**src/rtl/lcs_ram.sv**
```systemverilog
// Generic single-write, single-read RAM with registered read data.
`default_nettype none
module lcs_ram #(
  parameter int unsigned W = 8,
  parameter int unsigned D = 64,
  localparam int unsigned AW = (D > 1) ? $clog2(D) : 1
) (
  input  wire logic          clk_i,
  input  wire logic          we_i,
  input  wire logic [AW-1:0] waddr_i,
  input  wire logic [W-1:0]  wdata_i,
  input  wire logic          re_i,
  input  wire logic [AW-1:0] raddr_i,
  output logic      [W-1:0]  rdata_o
);
  logic [W-1:0] mem [D];

  always_ff @(posedge clk_i) begin
    if (we_i) begin
      mem[waddr_i] <= wdata_i;
    end
    if (re_i) begin
      rdata_o <= mem[raddr_i];
    end
  end
endmodule
`default_nettype wire

```
**config.mk**
```make
export PLATFORM = sky130hd
export DESIGN_NAME = lcs_ram
export DESIGN_NICKNAME = d
export VERILOG_FILES = /design/src/rtl/lcs_ram.sv
export SDC_FILE = /design/constraint.sdc
export NUM_CORES = 1
export LEC_CHECK = 0
export ABC_CLOCK_PERIOD_IN_PS = 2750
export BUFFER_PORTS_ARGS = -buffer_cell sky130_fd_sc_hd__buf_2
export CORE_ASPECT_RATIO = 0.9
export CORE_MARGIN = 1.5
export CORE_UTILIZATION = 60
export CTS_CLUSTER_SIZE = 30
export DETAILED_ROUTE_END_ITERATION = 8
export PLACE_DENSITY = 0.83
export SLEW_MARGIN = 40
export SYNTH_ARGS = -nofsm -noshare
export SYNTH_HDL_FRONTEND = slang
export SYNTH_SLANG_ARGS = --single-unit
```
**constraint.sdc**
```tcl
create_clock -name clk_i -period 2.75 [get_ports clk_i]
set_input_delay 0.275 -clock clk_i [delete_from_list [all_inputs] [get_ports clk_i]]
set_output_delay 0.275 -clock clk_i [all_outputs]
set_load 0.01 [all_outputs]
```
* Word-level counts from Yosys, hierarchy flattened
Memory sizes are Yosys's and may differ from the RTL's. A register that Yosys moved wholly into a read port is not among the register bits.
Index checks and enable logic that the tools add are counted.
** Word-level totals
- Memories kept :: 1
- Bits in writable memories :: 512
- Flip-flop bits (word level) :: 0
- Bits of input ports :: 23
** Operators by class
- Muxes and demuxes :: 2
** Memories
- mem :: words 64, width 8, rd ports 1, clocked after memory_dff 1, write ports 1, RTL line 16 : logic [W-1:0] mem [D];
** Operators with widths (count)
- $mux W1 :: 2

* Depth between registers and ports, before layout
Gate-level depths: netlist of run 1.
- Word-level depth :: 2
- Depth in mapped cells :: 9
- Mapped depth without buffers :: 5

* Least setup slack after synthesis of run 1
OpenSTA, ideal clock, no wires.
- Path kind :: input-to-reg
- From :: input port raddr_i[1]
- To :: register rdata_o[3] (read register of mem) (data pin)
- Buffers on the path :: 3
- Stages on the path :: 7
- Path slack :: 0.669 ns
- Arrival :: 1.815 ns
- Path through :: buf_4 -> buf_2 -> buf_2 -> mux4_2 -> mux4_2 -> o21ai_1 -> o41ai_1
** RTL lines
- start: declaration :: RTL line 13 : input wire logic [AW-1:0] raddr_i,
- end: declaration :: RTL line 14 : output logic [W-1:0] rdata_o

==> flow_metrics.tcl, run 1 <==
set metrics [dict create \
    cp_max_fo 1 \
    worst_hold_path_type "in -> reg" \
    io_pins 31 \
    area_growth_pct 13.6 \
    rows 63 \
    rrSetupSlack_ns 0.57 \
    post-cts-setup-buffers 0 \
    synth_nets 963 \
    critical_path_required_ns 3.07 \
    reg2reg_depth 5 \
    ant_nets 0 \
    tightestPinTransition_ns 0.718 \
    post_cts_resize_count 0 \
    layout_common_cells "edfxtp_1, mux4_2, buf_4, nor2_1, clkbuf_16" \
    synth_area_um2 20200 \
    endpoint "rdata_o[4]" \
    die_y_um 177 \
    skew_ns 0.0228 \
    power_mw 15.9 \
    initial_utilization_pct 61.2 \
    setup_ws_ns 0.568 \
    min_period_ns 2.18 \
    ir_drop_uv 548 \
    max_freq_mhz 458 \
    fin_crit_sh_pct 79.3 \
    grtUsageTotal_pct 26.7 \
    r2r-start "mem[16][4]" \
    wl_um 44500 \
    crit_chain "mux4_2 -> mux2_2 -> o221a_2 -> nor3_1 -> o32ai_1" \
    design_area_um2 23000 \
    finalHoldViolations 0 \
    fin_nets 1104 \
    ys_types 39 \
    hold_buffers 0 \
    grt_pass1_wl_um 66600 \
    drv_cap 0 \
    slowest_stage "mux4_2" \
    grt_pass1_vias 10297 \
    syn_area_per_cell_um2 21.5 \
    route.detailed.drc 0 \
    clkLatencyLatePin_ns 0.57 \
    cp.arrival_ns 2.50 \
    grt_max_degree 65 \
    num_vias 10207 \
    yosys_warnings 0 \
    firstDrtPassIters 5 \
    dpl_cell_area_um2 21500 \
    drive_gt1_share_pct 31.2 \
    vias_per_cell 6.63 \
    setup.worst_path.start_class "flop" \
    max_stage_delay_ns 0.49 \
    dieArea_um2 34900 \
    setup_viol 0 \
    htreeDepth 2 \
    rsz0062_at_grt "no" \
    dp_slack_ns 0.127 \
    syn_inst 940 \
    yosysSeqAreaShare_pct 77.1 \
    rr_endpoint "rdata_o[4]" \
    p_leak_nw 7.41 \
    path_class "reg -> reg" \
    portBuffers 30 \
    slew_headroom_pct 52.1 \
    max-clock-path-buffers 3 \
    finalSetupTns_ns 0 \
    cts.sinks 520 \
    synth-seq-cells 520 \
    first_iter_violations 1472 \
    hpwl_um 28000 \
    status "complete, no violations" \
    cts_inserted_buffers 50 \
    power_density_nw_per_um2 691 \
    cts.clk_slew.worst_paths_ns 0.06 \
    grt_antenna_before_repair 0 \
    gp_congestion 0.828 \
    clock-root-buffer "clkbuf_16" \
    core-area_um2 33100 \
    mostFrequentLayoutCell "edfxtp_1" \
    crit_start "mem[16][4]" \
    drv_slew 0 \
    cts_tree "yes" \
    overflow 0 \
    end_kind "flop" \
    die_w_um 197 \
    wl_per_cell_um 28.9 \
]
## cell type report
class,count,area (µm²)
Fill cell,1899,10100
Multi-Input combinational cell,369,4320
Clock inverter,23,134
Timing Repair Buffer,140,1080
Sequential cell,520,15600
Antenna cell,1,2.50
Tap cell,422,528
Clock buffer,64,1330
## cell families (layout without fill, tap and decap cells)
group                  Yosys count  count (layout)  synth area share (%)
flip-flops                     520             520                  77.1
AND/OR/NAND/NOR                153             153                  3.37
other                            0               1                     0
AO/OA/AOI/OAI                   54              54                  2.06
buffers and inverters           51             227                  1.56
multiplexers                   162             162                  15.9
## how the worst min path moves through the flow
stage                     slack, ns        from  depth (start not counted)    endpoint
after floorplan                0.37  wdata_i[0]                          0   mem[0][0]
after global placement         0.67        re_i                          1  rdata_o[2]
after detailed placement       0.68        re_i                          1  rdata_o[2]
after CTS                      0.08        re_i                          1  rdata_o[1]
after global routing           0.08        re_i                          1  rdata_o[6]
final                           0.1        re_i                          1  rdata_o[1]
## metal layers
metal	routed length [µm]	up-vias	GRT usage, %
met5	0	-	0
met4	1180	0	7.73
met2	21800	625	43.2
met3	4450	92	5.05
met1	17100	5285	38.0
li1	-	4205	-
## power by group
group	internal, mW	total (mW)	switching, mW
clock	3.41	6.23	2.82
combinational	0.333	0.842	0.509
sequential	8.79	8.81	0.0242
## synthesized netlist by cell type
master | instances | area share, %
clkbuf_1 | 17 | 0.32
buf_1 | 4 | 0.074
nand3_1 | 13 | 0.32
nor3_1 | 7 | 0.17
and2_1 | 1 | 0.031
nand4_1 | 2 | 0.062
o221a_2 | 2 | 0.11
o221ai_1 | 8 | 0.35
or3_1 | 1 | 0.031
a22oi_1 | 3 | 0.11
nor4_1 | 2 | 0.062
o21ai_1 | 2 | 0.049
o41ai_1 | 2 | 0.087
nor2_1 | 83 | 1.5
a2111oi_0 | 2 | 0.087
buf_2 | 11 | 0.27
mux2i_1 | 23 | 1.1
nand3b_1 | 3 | 0.11
o2111ai_1 | 3 | 0.13
buf_12 | 2 | 0.20
a221oi_1 | 6 | 0.26
nor2b_1 | 14 | 0.43
o21a_1 | 2 | 0.074
buf_4 | 13 | 0.48
mux4_2 | 126 | 14
a211oi_1 | 4 | 0.15
o311ai_1 | 1 | 0.043
a21oi_1 | 3 | 0.074
edfxtp_1 | 520 | 77
o22ai_1 | 8 | 0.25
a31oi_1 | 1 | 0.031
o32ai_1 | 2 | 0.087
nand2_1 | 19 | 0.35
buf_6 | 4 | 0.22
o2bb2ai_1 | 3 | 0.13
nand2b_1 | 7 | 0.22
mux2_2 | 13 | 0.72
o21ai_0 | 2 | 0.049
nand4b_1 | 1 | 0.043
## per-stage QoR
step                      util, %  hold slack, ns  instances
after floorplan                 -           0.374        940
after global placement       65.0           0.673       1451
after detailed placement     65.1           0.676       1451
after CTS                    69.5          0.0782       1538
after global routing         69.5          0.0832       1538
final                        69.5          0.0987       1539
## worst max-delay path, delay by kind of cell (launching register included)
| kind | cells | cell delay [ns] |
|---|---|---|
| mux | 2 | 0.77 |
| simple gates | 1 | 0.32 |
| compound gates | 2 | 0.43 |
| flops | 1 | 0.39 |
## state kept, by name (all words and copies together), names as in the netlist
register,count
mem,512
rdata_o,8
No activity file was read; power rests on OpenSTA's default activity.
==> run 2, diff against run 1 <==
Settings changed: ABC_AREA set to 1, ABC_CLOCK_PERIOD_IN_PS 2750 to 2000, CORE_UTILIZATION 60 to 57.
Clock period 2.75 ns to 2 ns, I/O delays scaled along.
==> run 2 against run 1 <==
Against the previous run:
- worst setup slack worse by 0.16 ns
- area after synthesis up 5.8%
- register-to-register slack worse by 0.16 ns
- clock-buffer cell count up 1
- global-route usage up 1.0 points
- critical path depth up 3
- critical path type unchanged
- highest routed layer unchanged
==> flow_metrics.tcl, run 2 <==
set metrics [dict create \
    status "complete, no violations" \
    multiInputGateArea_um2 4950 \
    crit_chain "nand2_1 -> nand3_1 -> nand3_1 -> nand2_1 -> nand2_1 -> nand3_1 -> nand3_1 -> nand2_1" \
    clkLatencyLatePin_ns 0.59 \
    dpl_cell_area_um2 22500 \
    route.detailed.drc 0 \
    die_y_um 187 \
    setup.worst_path.start_class "flop" \
    post_cts_resize_count 0 \
    setup_ws_ns 0.408 \
    power_mw 22.3 \
    rows 67 \
    wl_per_cell_um 22.2 \
    wl_um 53400 \
    synth_top_family_by_area "simple AND/OR/NAND/NOR gates" \
    stdcell_count 2410 \
    grt_pass1_vias 14450 \
    final_util_pct 64.6 \
    hold_buffers 1 \
    max_freq_mhz 628 \
    mostFrequentLayoutCell "nand2_1" \
    synthArstFlopShare_pct 0 \
    rsz0062_at_grt "no" \
    combPwrFrac_pct 6.7 \
    max-clock-path-buffers 3 \
    path_class "reg -> reg" \
    regMostFlops "mem" \
    finalSetupTns_ns 0 \
    top_regs "mem: 512 flops, rdata_o: 8 flops" \
    critical_path_required_ns 2.32 \
    swShare_pct 22.6 \
    post-synth-top-count-cell "nand2_1" \
    dieArea_um2 38800 \
    ant_nets 0 \
    slowest_stage "edfxtp_1" \
    finalHoldViolations 0 \
    design_area_um2 24000 \
    hpwl_um 31200 \
    num_vias 14767 \
    largest_reg_flops 512 \
    synth_fa_ha_area_share_pct 0 \
    drv_cap 0 \
    dp_slack_ns 0.102 \
    core-area_um2 37100 \
    area_growth_pct 11.9 \
    regArea_um2 15600 \
    layout_common_cells "nand2_1, edfxtp_1, nand3_1, buf_4, nor2_1" \
    synth_simple_gate_area_share_pct 23.1 \
    max_stage_delay_ns 0.37 \
    synth_top_area_share_pct 72.9 \
    synthTopCellsByArea "edfxtp_1, nand2_1, nand3_1" \
    drive_gt1_share_pct 11.0 \
    synth_area_um2 21400 \
    synth-seq-cells 520 \
    ir_drop_uv 1010 \
    fin_crit_sh_pct 79.6 \
    synth.largest_area_cell "edfxtp_1" \
    tightestPinTransition_ns 0.822 \
    synth_xor_area_share_pct 0 \
    initial_utilization_pct 57.7 \
    post-cts-setup-buffers 0 \
    htreeDepth 2 \
    p_clk_share_pct 38.9 \
    io_pins 31 \
    die_w_um 207 \
    grt_pass1_wl_um 81900 \
    place_inst 2318 \
    ys_top_cells_by_count "nand2_1, edfxtp_1, nand3_1" \
    firstDrtPassIters 8 \
    clock-root-buffer "clkbuf_16" \
    power_density_nw_per_um2 928 \
    fin_nets 1911 \
    end_kind "flop" \
    overflow 0 \
    holdWs_ns 0.0966 \
    grt_antenna_before_repair 1 \
    vias_per_cell 6.13 \
    p_switching_mw 5.02 \
    cts_tree "yes" \
    cts_inserted_buffers 50 \
    syn_area_per_cell_um2 11.9 \
    cp_max_fo 1 \
    setup_viol 0 \
    ys_types 15 \
    gp_congestion 0.916 \
    p_leak_nw 8.78 \
    grtUsageTotal_pct 27.8 \
    cts.sinks 520 \
    slew_headroom_pct 45.2 \
    pwr-share-seq_pct 54.4 \
    first_iter_violations 2199 \
    min_period_ns 1.59 \
    synth.area.mux_share_pct 0 \
    synth_compound_area_share_pct 0 \
    antennaDiodeCount 0 \
    portBuffers 30 \
    nFillCells 2530 \
    p_int_mw 17.2 \
    yosysSeqAreaShare_pct 72.9 \
    worst_hold_path_type "in -> reg" \
    cp.arrival_ns 1.92 \
    synthFlopType "edfxtp_1" \
    skew_ns 0.0284 \
    grt_max_degree 103 \
    syn_inst 1805 \
    drv_slew 0 \
    yosys_warnings 0 \
    synth_edf_count 520 \
    cts.clk_slew.worst_paths_ns 0.06 \
    synth_nets 1828 \
]
-- run 2: changes by cell type after synthesis, moves of 8 or more --
cell      change
nor2_1       -27
buf_6        +31
mux2i_1      -23
buf_2        +26
inv_1        +10
mux4_2      -126
o22ai_1       -8
nand3_1     +426
nor2b_1      -14
nand2_1     +629
o221ai_1      -8
mux2_2       -13
-- run 2: worst paths after layout --
check	to	slack, ns	depth (start not counted)	from
setup / recovery	rdata_o[1]	0.41	8	mem[39][1]
hold reg to reg	rdata_o[0]	0.90	8	mem[12][0]
hold / removal	mem[33][7]	0.1	1	wdata_i[7]
setup reg to reg	rdata_o[1]	0.41	8	mem[39][1]
-- run 2: final cells by class --
type                       instances  share of cell area, %
sequential                       520                   65.1
timing repair buffer             144                   5.35
multi-input combinational       1160                   20.6
clock inverter                    26                  0.694
clock buffer                      65                   5.45
inverter                          12                  0.219
tap                              483                   2.52
-- run 2: per-layer routing --
metal	vias up	share of wire, %	wire length (µm)	global-route usage, %
met5	-	0	0	0
met4	0	4.0	2140	11.8
met3	171	12	6650	6.04
met2	1051	48	25700	45.1
met1	7023	35	18900	36.5
li1	6522	-	-	-
-- run 2: power by group through the flow --
stage / sequential (mW) / clock [mW] / combinational [mW]
floorplan: 12.3 / 0 / 0.848
global placement: 12.3 / 0 / 1.39
detailed placement: 12.3 / 0 / 1.43
CTS: 12.1 / 8.69 / 1.45
global route: 12.1 / 9.11 / 1.60
finish: 12.1 / 8.65 / 1.49
-- run 2: cell families after synthesis --
group	count (synthesis)
DFF	520
and+or+nand+nor	1160
buffers and inverters	125
-- run 2: worst max-delay path, delay by kind of cell (launching register included) --
| kind | cells | cell delay [ns] |
|---|---|---|
| AND/OR/NAND/NOR | 8 | 0.96 |
| flip-flops | 1 | 0.37 |
==> run 3, diff against run 2 <==
Settings changed: ABC_CLOCK_PERIOD_IN_PS 2000 to 1400.
Clock period 2 ns to 1.4 ns, I/O delays scaled along.
==> run 3 against run 2 <==
Against the previous run:
- combinational power increased by 60%
- die area unchanged
- utilization increased by 2.7 points
- clock power increased by 46%
- worst setup slack got worse by 0.40 ns
- sequential cell count unchanged
- routed wire length increased by 0.66%
- fmax increased by 14%
==> flow_metrics.tcl, run 3 (synthesized netlist as in run 2, its figures left out) <==
set metrics [dict create \
    wl_per_cell_um 22.1 \
    grt_pass1_vias 14511 \
    cts.clk_slew.worst_paths_ns 0.06 \
    io_pins 31 \
    max_stage_delay_ns 0.36 \
    clkLatencyLatePin_ns 0.58 \
    regMostFlops "mem" \
    rows 67 \
    worst_hold_path_type "in -> reg" \
    initial_utilization_pct 57.7 \
    fin_nets 1940 \
    drv_cap 0 \
    finalHoldViolations 0 \
    wl_um 53800 \
    r2r-start "mem[53][5]" \
    crit_start "mem[53][5]" \
    use_met2_pct 45.6 \
    num_vias 14789 \
    cp_max_fo 1 \
    finalSetupTns_ns 0 \
    first_iter_violations 2079 \
    htreeDepth 2 \
    cts.sinks 520 \
    min_period_ns 1.39 \
    stdcell_count 2438 \
    clock-root-buffer "clkbuf_16" \
    route.detailed.drc 0 \
    drive_gt1_share_pct 17.2 \
    cts_tree "yes" \
    cp.arrival_ns 1.73 \
    setup_ws_ns 0.00882 \
    drv_slew 0 \
    max_freq_mhz 719 \
    critPathBufInv 0 \
    dieArea_um2 38800 \
    tightestPinTransition_ns 0.806 \
    post-cts-setup-buffers 0 \
    nFillCells 2441 \
    slowest_stage "edfxtp_1" \
    power_density_nw_per_um2 1290 \
    top_usage_layer "met2" \
    slew_headroom_pct 46.3 \
    grtUsageMet3_pct 4.65 \
    largest_reg_flops 512 \
    met1_usage_pct 37.4 \
    grt_antenna_before_repair 2 \
    path_class "reg -> reg" \
    crit_top_cell "nand2_1" \
    grt_max_degree 108 \
    mostFrequentLayoutCell "nand2_1" \
    cts_inserted_buffers 49 \
    layout_common_cells "nand2_1, edfxtp_1, nand3_1, buf_4, clkbuf_16" \
    ir_drop_uv 1270 \
    max-clock-path-buffers 3 \
    gp_congestion 0.947 \
    design_area_um2 25000 \
    overflow 0 \
    hpwl_um 32500 \
    top_regs "mem: 512 flops, rdata_o: 8 flops" \
    crit_chain "nand2_1 -> nand3_1 -> nand3_2 -> nand2_1 -> nand2_1 -> nand3_2 -> nand3_2 -> nand2_1" \
    grtUsageTotal_pct 27.9 \
    place_inst 2348 \
    dp_slack_ns -0.366 \
    core-area_um2 37100 \
    status "complete, no violations" \
    worst_path_dominant_cell_family "simple AND/OR/NAND/NOR gates" \
    hold_path.startpoint "raddr_i[5]" \
    ant_nets 0 \
    setup.worst_path.start_class "flop" \
    fin_crit_sh_pct 99.4 \
    die_y_um 187 \
    end_kind "flop" \
    area_growth_pct 16.6 \
    die_w_um 207 \
    portBuffers 30 \
    firstDrtPassIters 8 \
    rsz0062_at_grt "yes" \
    grt_pass1_wl_um 82300 \
    dpl_cell_area_um2 23200 \
    p_leak_nw 9.10 \
    vias_per_cell 6.07 \
    setup_viol 0 \
    critical_path_required_ns 1.74 \
    power_mw 32.3 \
    skew_ns 0.0147 \
]
## run 3: cell count changes in the layout (fill, tap and decap cells not counted), moves of 4 or more
cell	delta
nand3_1	-46
nand3_2	+45
nor2_1	-30
buf_12	+20
nor2_2	+18
nor2_4	+12
nand2_1	-11
nand2_2	+11
buf_4	+9
nor4_1	-8
nor4_2	+6
clkinv_1	+4
clkinv_2	-4
## run 3: layout make-up
cell class	count	area [µm²]	area share [%]
antenna	1	2.50	0.0100
clock buffer	63	1320	5.29
clock inverter	25	189	0.757
inverter	12	71.3	0.286
multi-input combinational	1160	5410	21.7
sequential	520	15600	62.5
tap	483	604	2.42
timing repair buffer	174	1760	7.03
## run 3: per-stage QoR
step / utilization (%) / hold WS, ns
after floorplan: - / 0.239
after global placement: 62.4 / 0.543
after detailed placement: 62.4 / 0.546
after CTS: 66.7 / 0.0543
after global routing: 67.2 / 0.0762
final: 67.2 / 0.0804
## run 3: path summary, 6_finish.rpt
| kind | end | slack [ns] | depth (start not counted) |
|---|---|---|---|
| hold reg to reg | rdata_o[5] | 0.88 | 8 |
| setup reg to reg | rdata_o[5] | 0.009 | 8 |
| hold / removal | rdata_o[7] | 0.08 | 3 |
| setup / recovery | rdata_o[5] | 0.009 | 8 |
## run 3: where the power goes
group          total (mW)  switching (mW)  internal (mW)
sequential           17.3          0.0462           17.3
clock                12.6            5.47           7.18
combinational        2.38            1.66          0.721
total                32.3            7.17           25.2
## run 3: worst min-delay path, stage by stage
cell,delay [ns]
buf_2,0.19
nand3_2,0.10
nand2_1,0.05
## run 3: per-layer routing
metal  wire [µm]  up-vias
li1            -     6586
met5           0        -
met3        5880      152
met1       19700     7090
met2       26300      961
met4        1920        0
## run 3: what timing repair did
item | in CTS | in global routing
hold buffers | 1 | 0
pin swaps | 0 | 21
endpoints found under the hold margin | 8 | 0
endpoints found under the setup margin | 7 | 8
resized for setup | 13 | 45
